File: config.mk
export PLATFORM = sky130hd
export DESIGN_NAME = cvd_encode
export DESIGN_NICKNAME = d
export VERILOG_FILES = /design/src/design/cvd_pkg.sv /design/src/design/cvd_encode.sv
export SDC_FILE = /design/constraint.sdc
export NUM_CORES = 2
export LEC_CHECK = 0
export BUFFER_PORTS_ARGS = -buffer_cell sky130_fd_sc_hd__buf_2
export CORE_MARGIN = 2
export CORE_UTILIZATION = 49
export DETAILED_ROUTE_END_ITERATION = 8
export GPL_ROUTABILITY_DRIVEN = 0
export PLACE_DENSITY = 0.65
export SKIP_CTS_REPAIR_TIMING = 1
export SYNTH_ARGS = -nofsm -noshare
export SYNTH_HDL_FRONTEND = slang
export SYNTH_SLANG_ARGS = --single-unit
File: constraint.sdc
create_clock -name clk -period 15.38 [get_ports clk]
set_input_delay 4.614 -clock clk [delete_from_list [all_inputs] [get_ports clk]]
set_output_delay 4.614 -clock clk [all_outputs]
set_load 0.03 [all_outputs]
File: src/design/cvd_pkg.sv
`timescale 1ns / 1ps
// Package: shared types, mixing coefficients and sRGB table builders.
package cvd_pkg;

  localparam int LINEAR_BITS_DEF = 16;
  localparam int COLOR_BITS      = 8;
  localparam int CHANNELS        = 3;
  localparam int NUM_CODES       = 256;
  localparam int COEF_BITS       = 16;
  localparam int COEF_FRAC       = 14;
  localparam int ROUND_HALF      = 1 << (COEF_FRAC - 1);

  // Q30 working format of the table builders
  localparam int Q_FRAC = 30;
  localparam longint unsigned Q_ONE  = 64'd1 << Q_FRAC;
  localparam longint unsigned Q_HALF = 64'd1 << (Q_FRAC - 1);

  typedef enum logic [1:0] {
    MODE_ORIGINAL = 2'd0,
    MODE_PROTAN   = 2'd1,
    MODE_DEUTAN   = 2'd2,
    MODE_TRITAN   = 2'd3
  } mode_t;

  typedef logic signed [COEF_BITS-1:0] coef_t;

  // Side data that rides along the whole pipe; rgb[0] is red
  typedef struct packed {
    mode_t                                mode;
    logic [CHANNELS-1:0][COLOR_BITS-1:0]  rgb;
    logic [COLOR_BITS-1:0]                alpha;
  } pix_side_t;

  // Q2.14 matrices, element index row*3+col, listed from index 8 down to 0
  localparam logic [8:0][COEF_BITS-1:0] COEF_PROTAN = {
    16'sd17236, -16'sd788,  -16'sd64,
    16'sd1626,  16'sd12882, 16'sd1876,
    -16'sd3357, 16'sd17246, 16'sd2495
  };
  localparam logic [8:0][COEF_BITS-1:0] COEF_DEUTAN = {
    16'sd15874, 16'sd704,   -16'sd194,
    16'sd777,   16'sd11018, 16'sd4589,
    -16'sd3735, 16'sd14101, 16'sd6018
  };
  localparam logic [8:0][COEF_BITS-1:0] COEF_TRITAN = {
    16'sd4979,  16'sd11327, 16'sd78,
    16'sd2418,  16'sd15250, -16'sd1285,
    -16'sd2929, -16'sd1257, 16'sd20571
  };

  // Coefficient for one matrix element; pass-through mode uses zeros
  function automatic coef_t mix_coef(mode_t m, int row, int col);
    logic [3:0] idx;
    idx = 4'(row * 3 + col);
    case (m)
      MODE_PROTAN: return coef_t'(COEF_PROTAN[idx]);
      MODE_DEUTAN: return coef_t'(COEF_DEUTAN[idx]);
      MODE_TRITAN: return coef_t'(COEF_TRITAN[idx]);
      default:     return '0;
    endcase
  endfunction

  // r^5 in Q30 from four truncating products (elaboration only)
  function automatic longint unsigned fifth_power(longint unsigned r);
    longint unsigned p;
    int n;
    p = r;
    for (n = 0; n < 4; n++) p = (p * r) >> Q_FRAC;
    return p;
  endfunction

  // sRGB-to-linear curve in Q30 at num/255, or num/510 when half is set
  function automatic longint unsigned curve_q30(longint unsigned num, bit half);
    longint unsigned a, b, lo, hi, mid;
    int it;
    if (half) begin
      if (num * 100000 <= 4045 * 510)
        return (num * 200 * Q_ONE + 1292 * 510) / (2 * 1292 * 510);
      a = ((1000 * num + 55 * 510) * 2 * Q_ONE + 1055 * 510) / (2 * 1055 * 510);
    end else begin
      if (num * 100000 <= 4045 * 255)
        return (num * 200 * Q_ONE + 1292 * 255) / (2 * 1292 * 255);
      a = ((1000 * num + 55 * 255) * 2 * Q_ONE + 1055 * 255) / (2 * 1055 * 255);
    end
    b  = (a * a + Q_HALF) >> Q_FRAC;
    lo = 0;
    hi = Q_ONE;
    // largest r with r^5 <= b, binary search
    for (it = 0; it < 32; it++) begin
      if (lo < hi) begin
        mid = (lo + hi + 1) >> 1;
        if (fifth_power(mid) <= b) lo = mid;
        else hi = mid - 1;
      end
    end
    return (b * lo + Q_HALF) >> Q_FRAC;
  endfunction

  // Decode table entry: linear light for 8-bit code idx
  function automatic longint unsigned dec_entry(int idx, int lb);
    longint unsigned top;
    top = (64'd1 << lb) - 64'd1;
    return (curve_q30(longint'(idx), 1'b0) * top + Q_HALF) >> Q_FRAC;
  endfunction

  // Encode threshold: smallest linear value that maps to code k or above
  function automatic longint unsigned thr_entry(int k, int lb);
    longint unsigned top;
    top = (64'd1 << lb) - 64'd1;
    if (k == 0) return 64'd0;
    return (curve_q30(longint'(2 * k - 1), 1'b1) * top + Q_ONE - 64'd1) >> Q_FRAC;
  endfunction

endpackage

File: src/design/cvd_encode.sv
`timescale 1ns / 1ps
// Encode stages: linear light back to 8-bit sRGB, one code bit per stage.
module cvd_encode import cvd_pkg::*; #(
  parameter int LINEAR_BITS = LINEAR_BITS_DEF
) (
  input  logic                                clk,
  input  logic                                rst,
  input  logic                                up_valid,
  output logic                                up_ready,
  input  pix_side_t                           up_side,
  input  logic [CHANNELS-1:0][LINEAR_BITS-1:0] up_lin,
  output logic                                dn_valid,
  input  logic                                dn_ready,
  output pix_side_t                           dn_side,
  output logic [CHANNELS-1:0][COLOR_BITS-1:0]  dn_code
);

  localparam int STAGES = COLOR_BITS;

  // encode thresholds, entry k is the lowest linear value for code k
  logic [LINEAR_BITS-1:0] thr_tab [NUM_CODES];

  for (genvar gk = 0; gk < NUM_CODES; gk++) begin : g_thr
    localparam logic [LINEAR_BITS-1:0] ENTRY = LINEAR_BITS'(thr_entry(gk, LINEAR_BITS));
    assign thr_tab[gk] = ENTRY;
  end

  // stage registers; lin is dropped after the last search step needs it
  logic                                  vld  [STAGES];
  pix_side_t                             side [STAGES];
  logic [CHANNELS-1:0][COLOR_BITS-1:0]   code [STAGES];
  logic [CHANNELS-1:0][LINEAR_BITS-1:0]  lin  [STAGES-1];
  wire  [STAGES:0]                       rdy;

  assign rdy[STAGES] = dn_ready;
  assign up_ready    = rdy[0];

  for (genvar s = 0; s < STAGES; s++) begin : g_stage
    localparam logic [COLOR_BITS-1:0] STEP_BIT = COLOR_BITS'(1) << (COLOR_BITS - 1 - s);

    logic                                  src_vld;
    pix_side_t                             src_side;
    logic [CHANNELS-1:0][COLOR_BITS-1:0]   src_code;
    logic [CHANNELS-1:0][LINEAR_BITS-1:0]  src_lin;
    logic [CHANNELS-1:0][COLOR_BITS-1:0]   cand;
    logic [CHANNELS-1:0][COLOR_BITS-1:0]   code_next;

    if (s == 0) begin : g_first
      assign src_vld  = up_valid;
      assign src_side = up_side;
      assign src_code = '0;
      assign src_lin  = up_lin;
    end else begin : g_rest
      assign src_vld  = vld[s-1];
      assign src_side = side[s-1];
      assign src_code = code[s-1];
      assign src_lin  = lin[s-1];
    end

    assign rdy[s] = !vld[s] || rdy[s+1];

    // try setting this bit; keep it if its threshold is reached
    always_comb begin
      for (int ch = 0; ch < CHANNELS; ch++) begin
        cand[ch] = src_code[ch] | STEP_BIT;
        if (thr_tab[cand[ch]] <= src_lin[ch]) begin
          code_next[ch] = cand[ch];
        end else begin
          code_next[ch] = src_code[ch];
        end
      end
      // pass-through mode picks the original codes at the last step
      if (s == STAGES - 1 && src_side.mode == MODE_ORIGINAL) begin
        code_next = src_side.rgb;
      end
    end

    always_ff @(posedge clk) begin
      if (rst) begin
        vld[s] <= 1'b0;
      end else if (rdy[s]) begin
        vld[s] <= src_vld;
      end
    end

    always_ff @(posedge clk) begin
      if (rdy[s] && src_vld) begin
        side[s] <= src_side;
        code[s] <= code_next;
      end
    end

    if (s < STAGES - 1) begin : g_keep
      always_ff @(posedge clk) begin
        if (rdy[s] && src_vld) begin
          lin[s] <= src_lin;
        end
      end
    end
  end

  assign dn_valid = vld[STAGES-1];
  assign dn_side  = side[STAGES-1];
  assign dn_code  = code[STAGES-1];

endmodule

==> results.toml <==
[status]
status = "completed"

[floorplanning]
io_pins = 146
die_w_microns = 312
die-area_sq_um = 97200
coreArea_sq_um = 93600
start_util = 0.496
fp-row-count = 112
die_h_microns = 312

[global_route]
overflow = 0
grt_pass1_vias = 32100
grt_pass1_wl_microns = 174000
grt_max_degree = 91
antenna_found_initial = 1
track_usage = 0.220

[critical_path]
cp_common_cell = "buf_2"
crit_path_max_incr_delay_ns = 0.41
critPathKind = "in -> out"
cp_max_fo = 6
crit_chain = "buf_2 > and4b_1 > nand4_1 > nor2_1 > nand2_1 > buf_2"
cp-end-kind = "output port"
critPathTopFamily = "simple AND/OR/NAND/NOR gates"
critPathLaunchType = "input port"
arrival_ns = 6.23
critPathBufInv = 2
required_ns = 10.77
cp_slowest_cell = "and4b_1"

[sta]
post-route-period-util = 0.705
skew_ns = 0.0414
hold_slack_ns = 0.412
setup_ws_ns = 4.53
maxSlewHeadroom = 0.213
worst_slew_pin_slew_ns = 1.18
slew_viol_final = 0
rsz0062_at_grt = "no"
setup_tns_ns = 0
fin_crit_ns = 10.85
setup_viol = 0
hold_viol = 0
timing.fmax_mhz = 92.2

[power]
power.density_nw_per_um2 = 83.4
peakVddDrop_uv = 89.0
leakagePower_nw = 19.6

[drt]
dr_total_vias = 34600
drc = 0
initialDrtViolationCount = 4539
antenna_left = 0
viasPerCell = 5.98
drt-total-wl_microns = 109000
first_pass_iters = 7
wl_per_cell_microns = 18.8

[final_layout]
fillers = 8394
multi_input_area_sq_um = 21600
final_util = 0.535
fin_cells = 5782
antenna_cells = 0
area_growth_syn_to_layout_pct = 7.86
num-nets-final = 4997
regArea_sq_um = 21700
post_route_cells_drive_above_1_share = 0.0892

[placed_design]
pre_cts_ws_ns = 4.50
dp_cells = 5643
io_buffers = 145
dp_hpwl_microns = 75900

[yosys]
yosys_warnings = 0
synthArstFlopShare = 0
netlist_area_sq_um = 46400
synth_nets = 5056
ys_ff_latch = 724
synth_top_cell_by_area = "edfxtp_1"
yosysUniqueCellTypes = 91
synth-edff-count = 724
synth_ff_type = "edfxtp_1"
synth_top_area_share = 0.468
syn_avg_cell_area_sq_um = 10.2
ys_seq_area_frac = 0.468
synth_area_leaders = "edfxtp_1 (47%), ha_1 (12%), a21oi_1 (4.0%)"
syn_inst = 4529

[clocking]
h-tree-depth = 3
cts_buffers = 79
cts.sinks = 724
clock_latency_ns = 0.66
ctsRootBufferMaster = "clkbuf_16"
cts_tree = "built"
cts_buffer_depth = 3
cts.reportedPaths.clkPinSlew_ns = 0.06

[run]
drv_cap = 0

[worst_hold_path]
min_path_type = "reg -> reg"
[stage by stage]
stage	cell area [sq um]	total power, mW
floorplan	46400	2.31
global placement	47500	2.35
detailed placement	47500	2.35
CTS	50100	4.23
global route	50100	4.33
finish	50100	4.18
[metal layers]
metal / wire (microns) / vias up / GRT usage
met5: 0 / - / 0
met4: 3500 / 0 / 0.0840
met3: 8150 / 264 / 0.0321
met2: 48700 / 1471 / 0.340
met1: 48300 / 16100 / 0.312
li1: - / 16700 / -
[worst paths after layout]
| check | cells past startpoint | end | slack [ns] | from |
|---|---|---|---|---|
| max reg2reg | 13 | code[1][80]$_DFFE_PP_ | 10.73 | code[1][58]$_DFFE_PP_ |
| min reg2reg | 0 | side[1][11]$_DFFE_PP_ | 0.41 | side[0][113]$_DFFE_PP_ |
| max | 6 | up_ready | 4.53 | dn_ready |
| min | 0 | side[1][11]$_DFFE_PP_ | 0.41 | side[0][113]$_DFFE_PP_ |
[synthesized netlist by cell type, drive strengths merged (11+ instances only)]
cell type  instances
o221ai            13
o211ai            90
a22o              16
mux2              20
and3              18
nand3b            13
o21a              16
mux2i             42
nand2b           109
nor2             261
buf              178
o311ai            38
inv              383
ha               441
nand2            293
o31ai             29
a221o             12
edfxtp           724
a32oi             11
clkinv            14
nand4             76
nor3b             15
a211o             28
a311oi            33
nand3             86
or3               13
a21boi            12
nor3              71
a21o              90
o22ai             25
or2               18
and2              37
nor2b            124
a21oi            369
clkbuf           156
a31oi             68
a211oi            68
a221oi            19
o2111ai           12
mux4              31
o21ai            336
[power breakdown]
group	internal, mW	total [mW]	switching, mW
registers	2.19	2.21	0.0166
logic	0.0408	0.102	0.0615
clock network	1.10	1.87	0.762
total	3.34	4.18	0.840
[sequential cells by signal, summed over array words and instances, names as in the netlist]
signal,flops
lin,336
code,108
vld,8
side,272
[layout make-up]
class,instances,share of cell area
sequential,724,0.434
multi-input combinational,3074,0.432
clock buffer,97,0.0408
tap,1254,0.0313
inverter,397,0.0298
timing repair buffer,194,0.0218
clock inverter,42,0.0104
[logic make-up after synthesis]
family / synth area share
and+or+nand+nor: 0.125
adders and majority gates: 0.119
AOI/OAI and AO/OA: 0.190
DFF: 0.468
muxes: 0.0290
buffers and inverters: 0.0671
xor gates and xnor gates: 0.00170
[placed cells by master (no fill, tap or decap), types with 76 or more instances in the layout]
master / instances
nor2b_1: 122
nor2_1: 254
nand2b_1: 109
o211ai_1: 90
a21o_1: 90
nand3_1: 86
buf_2: 145
nand2_1: 292
nand4_1: 76
edfxtp_1: 724
inv_1: 382
clkbuf_16: 79
ha_1: 441
o21ai_0: 325
a21oi_1: 369
Power figures use the tool's default switching activity.
