[config.mk]
export PLATFORM = sky130hd
export DESIGN_NAME = cvd_mix
export DESIGN_NICKNAME = d
export VERILOG_FILES = /design/src/design/cvd_pkg.sv /design/src/design/cvd_mix.sv
export SDC_FILE = /design/constraint.sdc
export NUM_CORES = 2
export LEC_CHECK = 0
export CORE_MARGIN = 2
export CORE_UTILIZATION = 50
export DETAILED_ROUTE_END_ITERATION = 16
export DONT_BUFFER_PORTS = 1
export PLACE_DENSITY = 0.76
export SLEW_MARGIN = 20
export SYNTH_ARGS = -nofsm -noshare
export SYNTH_HDL_FRONTEND = slang
export SYNTH_SLANG_ARGS = --single-unit
export TNS_END_PERCENT = 1
[constraint.sdc]
create_clock -name clk -period 17.03 [get_ports clk]
set_clock_uncertainty 0.1 [all_clocks]
set_input_delay 5.109 -clock clk [delete_from_list [all_inputs] [get_ports clk]]
set_output_delay 5.109 -clock clk [all_outputs]
set_load 0.02 [all_outputs]
[src/design/cvd_pkg.sv]
`timescale 1ns / 1ps
// Package: shared types, mixing coefficients and sRGB table builders.
package cvd_pkg;

  localparam int LINEAR_BITS_DEF = 16;
  localparam int COLOR_BITS      = 8;
  localparam int CHANNELS        = 3;
  localparam int NUM_CODES       = 256;
  localparam int COEF_BITS       = 16;
  localparam int COEF_FRAC       = 14;
  localparam int ROUND_HALF      = 1 << (COEF_FRAC - 1);

  // Q30 working format of the table builders
  localparam int Q_FRAC = 30;
  localparam longint unsigned Q_ONE  = 64'd1 << Q_FRAC;
  localparam longint unsigned Q_HALF = 64'd1 << (Q_FRAC - 1);

  typedef enum logic [1:0] {
    MODE_ORIGINAL = 2'd0,
    MODE_PROTAN   = 2'd1,
    MODE_DEUTAN   = 2'd2,
    MODE_TRITAN   = 2'd3
  } mode_t;

  typedef logic signed [COEF_BITS-1:0] coef_t;

  // Side data that rides along the whole pipe; rgb[0] is red
  typedef struct packed {
    mode_t                                mode;
    logic [CHANNELS-1:0][COLOR_BITS-1:0]  rgb;
    logic [COLOR_BITS-1:0]                alpha;
  } pix_side_t;

  // Q2.14 matrices, element index row*3+col, listed from index 8 down to 0
  localparam logic [8:0][COEF_BITS-1:0] COEF_PROTAN = {
    16'sd17236, -16'sd788,  -16'sd64,
    16'sd1626,  16'sd12882, 16'sd1876,
    -16'sd3357, 16'sd17246, 16'sd2495
  };
  localparam logic [8:0][COEF_BITS-1:0] COEF_DEUTAN = {
    16'sd15874, 16'sd704,   -16'sd194,
    16'sd777,   16'sd11018, 16'sd4589,
    -16'sd3735, 16'sd14101, 16'sd6018
  };
  localparam logic [8:0][COEF_BITS-1:0] COEF_TRITAN = {
    16'sd4979,  16'sd11327, 16'sd78,
    16'sd2418,  16'sd15250, -16'sd1285,
    -16'sd2929, -16'sd1257, 16'sd20571
  };

  // Coefficient for one matrix element; pass-through mode uses zeros
  function automatic coef_t mix_coef(mode_t m, int row, int col);
    logic [3:0] idx;
    idx = 4'(row * 3 + col);
    case (m)
      MODE_PROTAN: return coef_t'(COEF_PROTAN[idx]);
      MODE_DEUTAN: return coef_t'(COEF_DEUTAN[idx]);
      MODE_TRITAN: return coef_t'(COEF_TRITAN[idx]);
      default:     return '0;
    endcase
  endfunction

  // r^5 in Q30 from four truncating products (elaboration only)
  function automatic longint unsigned fifth_power(longint unsigned r);
    longint unsigned p;
    int n;
    p = r;
    for (n = 0; n < 4; n++) p = (p * r) >> Q_FRAC;
    return p;
  endfunction

  // sRGB-to-linear curve in Q30 at num/255, or num/510 when half is set
  function automatic longint unsigned curve_q30(longint unsigned num, bit half);
    longint unsigned a, b, lo, hi, mid;
    int it;
    if (half) begin
      if (num * 100000 <= 4045 * 510)
        return (num * 200 * Q_ONE + 1292 * 510) / (2 * 1292 * 510);
      a = ((1000 * num + 55 * 510) * 2 * Q_ONE + 1055 * 510) / (2 * 1055 * 510);
    end else begin
      if (num * 100000 <= 4045 * 255)
        return (num * 200 * Q_ONE + 1292 * 255) / (2 * 1292 * 255);
      a = ((1000 * num + 55 * 255) * 2 * Q_ONE + 1055 * 255) / (2 * 1055 * 255);
    end
    b  = (a * a + Q_HALF) >> Q_FRAC;
    lo = 0;
    hi = Q_ONE;
    // largest r with r^5 <= b, binary search
    for (it = 0; it < 32; it++) begin
      if (lo < hi) begin
        mid = (lo + hi + 1) >> 1;
        if (fifth_power(mid) <= b) lo = mid;
        else hi = mid - 1;
      end
    end
    return (b * lo + Q_HALF) >> Q_FRAC;
  endfunction

  // Decode table entry: linear light for 8-bit code idx
  function automatic longint unsigned dec_entry(int idx, int lb);
    longint unsigned top;
    top = (64'd1 << lb) - 64'd1;
    return (curve_q30(longint'(idx), 1'b0) * top + Q_HALF) >> Q_FRAC;
  endfunction

  // Encode threshold: smallest linear value that maps to code k or above
  function automatic longint unsigned thr_entry(int k, int lb);
    longint unsigned top;
    top = (64'd1 << lb) - 64'd1;
    if (k == 0) return 64'd0;
    return (curve_q30(longint'(2 * k - 1), 1'b1) * top + Q_ONE - 64'd1) >> Q_FRAC;
  endfunction

endpackage

[src/design/cvd_mix.sv]
`timescale 1ns / 1ps
// Mix stages: 3x3 matrix multiply, then row sums rounded and clamped.
module cvd_mix import cvd_pkg::*; #(
  parameter int LINEAR_BITS = LINEAR_BITS_DEF
) (
  input  logic                                clk,
  input  logic                                rst,
  input  logic                                up_valid,
  output logic                                up_ready,
  input  pix_side_t                           up_side,
  input  logic [CHANNELS-1:0][LINEAR_BITS-1:0] up_lin,
  output logic                                dn_valid,
  input  logic                                dn_ready,
  output pix_side_t                           dn_side,
  output logic [CHANNELS-1:0][LINEAR_BITS-1:0] dn_lin
);

  localparam int PW = LINEAR_BITS + COEF_BITS + 1;  // one product
  localparam int SW = PW + 2;                       // sum of three

  logic                 prod_valid;
  logic                 prod_ready;
  pix_side_t            prod_side;
  logic signed [PW-1:0] prod      [CHANNELS][CHANNELS];
  logic signed [PW-1:0] prod_next [CHANNELS][CHANNELS];

  logic signed [SW-1:0]                  acc [CHANNELS];
  logic signed [SW-1:0]                  rnd [CHANNELS];
  logic [CHANNELS-1:0][LINEAR_BITS-1:0]  lin_next;

  assign prod_ready = !dn_valid || dn_ready;
  assign up_ready   = !prod_valid || prod_ready;

  // products, one multiplier per matrix element
  always_comb begin
    for (int r = 0; r < CHANNELS; r++) begin
      for (int c = 0; c < CHANNELS; c++) begin
        prod_next[r][c] = PW'(mix_coef(up_side.mode, r, c)) *
                          PW'($signed({1'b0, up_lin[c]}));
      end
    end
  end

  always_ff @(posedge clk) begin
    if (rst) begin
      prod_valid <= 1'b0;
    end else if (up_ready) begin
      prod_valid <= up_valid;
    end
  end

  always_ff @(posedge clk) begin
    if (up_ready && up_valid) begin
      prod_side <= up_side;
      prod      <= prod_next;
    end
  end

  // row sum, round half up by 2^14, clamp to zero and to full scale
  always_comb begin
    for (int r = 0; r < CHANNELS; r++) begin
      acc[r] = SW'(prod[r][0]) + SW'(prod[r][1]) + SW'(prod[r][2]);
      rnd[r] = (acc[r] + SW'(ROUND_HALF)) >>> COEF_FRAC;
      if (acc[r][SW-1] || acc[r] == '0) begin
        lin_next[r] = '0;
      end else if (rnd[r][SW-1:LINEAR_BITS] != '0) begin
        lin_next[r] = '1;
      end else begin
        lin_next[r] = rnd[r][LINEAR_BITS-1:0];
      end
    end
  end

  always_ff @(posedge clk) begin
    if (rst) begin
      dn_valid <= 1'b0;
    end else if (prod_ready) begin
      dn_valid <= prod_valid;
    end
  end

  always_ff @(posedge clk) begin
    if (prod_ready && prod_valid) begin
      dn_side <= prod_side;
      dn_lin  <= lin_next;
    end
  end

endmodule

==> impl.org <==
** Timing
- Count of endpoints failing hold in the final timing report :: 0
- RSZ-0062 raised after global routing :: false
- Crit share post-route :: 79.0%
- Timing would allow up to 74.3 MHz.
- Final min period :: between 10 and 15 ns
- The worst pin sits at a relative slew slack of 28.6%.
- Worst Hold Margin :: 0.293 ns
- The final number of max-transition violations came to 0.
- After routing, the total negative slack on setup checks comes to 0 ns.
- Number of endpoints failing setup at the final stage :: 0
- Tightest Pin Transition :: 1.06 ns

** Final layout
- Leaving out fill and tap cells, the most frequent cell in the layout is sky130_fd_sc_hd__inv_1.
- Commonest cells after routing, fill and taps aside :: sky130_fd_sc_hd__inv_1 (2190), sky130_fd_sc_hd__fa_1 (1484), sky130_fd_sc_hd__ha_1 (1283)
- Non-Filler Cell Area, Final :: 86500 µm²
- Layout Nets :: 10800
- Once layout is complete, the utilization of the core stands at approximately 53%.
- Area grow syn2layout :: 5.43%
- Ratio of cells with drive above 1 in the final layout :: 2.62%

** Floorplanning
- Height of the die :: 409 µm
- Pin placement for this block handled 170 I/O pins.
- In this run the core area contains 148 standard-cell rows.
- DIE WIDTH :: 409 µm
- After floorplanning, the core was sized to cover between 150000 and 200000 µm².
- The die covers 167000 µm².
- For this configuration, the core starts out at a cell density of 50.4%.

** Run
- Max-capacitance violation count :: 0

** Yosys
- Fraction of post-synthesis cell area in the top cell type by area :: a little over a third
- Counting flops with a built-in enable in the synthesized netlist gives 407.
- Number of nets in the synthesized netlist :: 10800
- Gate count of the mapped netlist :: 7970
- Yosys printed 0 warnings.
- Of all cell types, the one taking the most synthesized area is sky130_fd_sc_hd__fa_1.
- Post-synthesis average cell area :: 10.3 µm²
- Register bit total from synthesis :: approximately 410
- By area the synthesized netlist is led by sky130_fd_sc_hd__fa_1 (36%), sky130_fd_sc_hd__ha_1 (20%), sky130_fd_sc_hd__edfxtp_1 (15%).
- The netlist uses between 90 and 100 different library cells.
- The synthesized netlist occupies a cell area of 82100 µm².
- The share of the Yosys chip area taken by registers is 14.9%.
- Async set-reset flop share out of synthesis :: 0%
- Most used DFF post-synth :: sky130_fd_sc_hd__edfxtp_1

** Global routing
- Overall global routing resource usage :: approximately 33%
- Gr ovfl total :: 0
- Number of antenna violations at the first check in global routing :: 23
- Entering global routing, the biggest net connects 72 pins.
- The via count of the first global-routing pass is 60300.
- The first global-routing pass estimated around 400000 µm of wire.

** CTS
- TritonCTS clock tree :: yes
- Clock-pin slew was measured on the worst setup and hold paths at 0.06 ns.
- In this run, post-CTS repair resized a total of 0 instances.
- Hold_buf cts :: 0
- For this design, the sink count on the clock tree is between 400 and 500.
- Counting along the longest clock path gives a buffer depth of 3.
- TritonCTS Buffers :: 50
- Clk Latency, worst-skew pair :: 0.71 ns
- Post-CTS setup-driven buffer insertion count :: 0
- The H-tree was split into 2 levels.
- The tree is rooted in a sky130_fd_sc_hd__clkbuf_16.

** Setup path
- On the critical path, the stage with the largest delay is an instance of sky130_fd_sc_hd__o41ai_1.
- The worst setup path is of the primary input to flip-flop kind.
- Maximum single-stage delay on the critical path :: ~0.77 ns
- Required time of the critical path :: roughly 17 ns
- Category of the worst setup path capture point :: flip-flop
- Length in cells of the worst reg-to-reg path :: 17
- Most common cell on crit path :: sky130_fd_sc_hd__fa_1
- Data on the critical path arrives at its endpoint at 13.78 ns.
- Slack of the worst reg-to-reg path :: ~11 ns
- Launching instance or port of the critical path :: up_side[32]
- In this run the worst path has a maximum fanout of 52.
- The most critical setup path has its endpoint at prod[197].
- CP Launch Type :: primary input
- The endpoint identified for the worst register-to-register timing path is dn_lin[15].
- Startpoint of the most critical register-to-register path :: prod[199]

** Drt
- Summed over all layers, the routed wires come to 271000 µm.
- Number of antenna-violating nets in the routed design :: 0
- The first detailed-routing pass ran for 8 iterations.
- In the final routed layout, each cell accounts on average for 26.5 µm.
- DRC violation total after the first TritonRoute iteration :: roughly 4500
- DR DRC count :: 0
- Dividing the detail-routed via count by the number of cells gives 5.56.
- The routed layout has 56700 vias.

** Placement
- Port bufs :: 0
- Detailed-placement wirelength estimate :: 236000 µm
- Final weighted congestion in routability-driven placement :: 1.05
- After detailed placement, the total cell area comes to about 85000 µm².

** Worst hold path
- Hold Path Stages :: 0
- The path class of the tightest hold or removal check is flip-flop to flip-flop.

** Status
- The flow ran to the end, and the final reports show no timing, DRC or antenna violations.
[cells in the mapped netlist, types with 6 or more instances]
library cell,number
sky130_fd_sc_hd__inv_1,2190
sky130_fd_sc_hd__fa_1,1484
sky130_fd_sc_hd__ha_1,1287
sky130_fd_sc_hd__edfxtp_1,407
sky130_fd_sc_hd__nand2_1,368
sky130_fd_sc_hd__a21oi_1,301
sky130_fd_sc_hd__xnor2_1,242
sky130_fd_sc_hd__nor2_1,223
sky130_fd_sc_hd__o21ai_0,141
sky130_fd_sc_hd__a21o_1,129
sky130_fd_sc_hd__and2_1,116
sky130_fd_sc_hd__nor2b_1,113
sky130_fd_sc_hd__xor2_1,109
sky130_fd_sc_hd__clkbuf_1,68
sky130_fd_sc_hd__nor3_1,67
sky130_fd_sc_hd__nand2b_1,62
sky130_fd_sc_hd__a31oi_1,59
sky130_fd_sc_hd__nand3_1,59
sky130_fd_sc_hd__o21a_1,52
sky130_fd_sc_hd__o21bai_1,52
sky130_fd_sc_hd__nand4_1,40
sky130_fd_sc_hd__and3_1,35
sky130_fd_sc_hd__or2_2,28
sky130_fd_sc_hd__a211oi_1,24
sky130_fd_sc_hd__or3_1,23
sky130_fd_sc_hd__nor4_1,19
sky130_fd_sc_hd__o211ai_1,19
sky130_fd_sc_hd__o31ai_1,19
sky130_fd_sc_hd__a31o_2,13
sky130_fd_sc_hd__or4_1,12
sky130_fd_sc_hd__a21boi_0,10
sky130_fd_sc_hd__a2111oi_0,9
sky130_fd_sc_hd__buf_2,9
sky130_fd_sc_hd__nor3b_1,9
sky130_fd_sc_hd__a211o_1,8
sky130_fd_sc_hd__and4_1,8
sky130_fd_sc_hd__mux2i_1,8
sky130_fd_sc_hd__nand4b_1,7
sky130_fd_sc_hd__o2111ai_1,6
[worst min path at each step]
stage | start | end | slack [ns]
final | prod_side[1] | dn_side[1] | 0.29
after detailed placement | prod_side[1] | dn_side[1] | 0.31
after floorplan | prod_side[0] | dn_side[0] | 0.30
after global placement | prod_side[20] | dn_side[20] | 0.30
after CTS | prod_side[1] | dn_side[1] | 0.29
after global routing | prod_side[18] | dn_side[18] | 0.31
[kinds of logic after synthesis]
group           share of synthesized area, %
flops                                   14.9
buf+inv                                 10.5
fa+ha+maj                               55.8
mux                                    0.130
simple gates                            7.49
compound gates                          7.37
xor+xnor                                3.75
[sequential cells by signal (all words and copies together) (netlist names)]
register	count
dn_lin	48
dn_side	34
dn_valid	1
prod	291
prod_side	34
prod_valid	1
[area by class of cell]
cell class,instances,area (µm²)
fill,14600,76400
multi-input combinational,5280,61200
sequential,409,12300
inverter,2190,8220
tap,2175,2720
clock buffer,52,1280
clock inverter,42,490
timing repair buffer,38,298
antenna,6,15.0
[critical path, delay by kind of cell]
family / cells / cell delay (ns)
AOI/OAI and AO/OA: 8 / 1.99
xor gates and xnor gates: 1 / 0.09
adders and majority gates: 8 / 3.62
buffers and inverters: 6 / 1.59
and+or+nand+nor: 6 / 1.29
[through the flow]
step / setup WS [ns] / instances
after floorplan: 3.43 / 7970
after global placement: 3.10 / 10100
after detailed placement: 2.97 / 10100
after CTS: 3.70 / 10200
after global routing: 3.25 / 10200
final: 3.58 / 10200
[routing by layer]
layer	part of all wire [%]	up-vias	GRT usage, %
met4	6.3	22	16.9
li1	-	25200	-
met3	8.7	564	7.70
met5	0.053	-	0
met2	44	2111	51.3
met1	41	28800	43.6
Power is not shown: default switching activity piles up to over one toggle a cycle in this logic, so the estimate is an artifact.
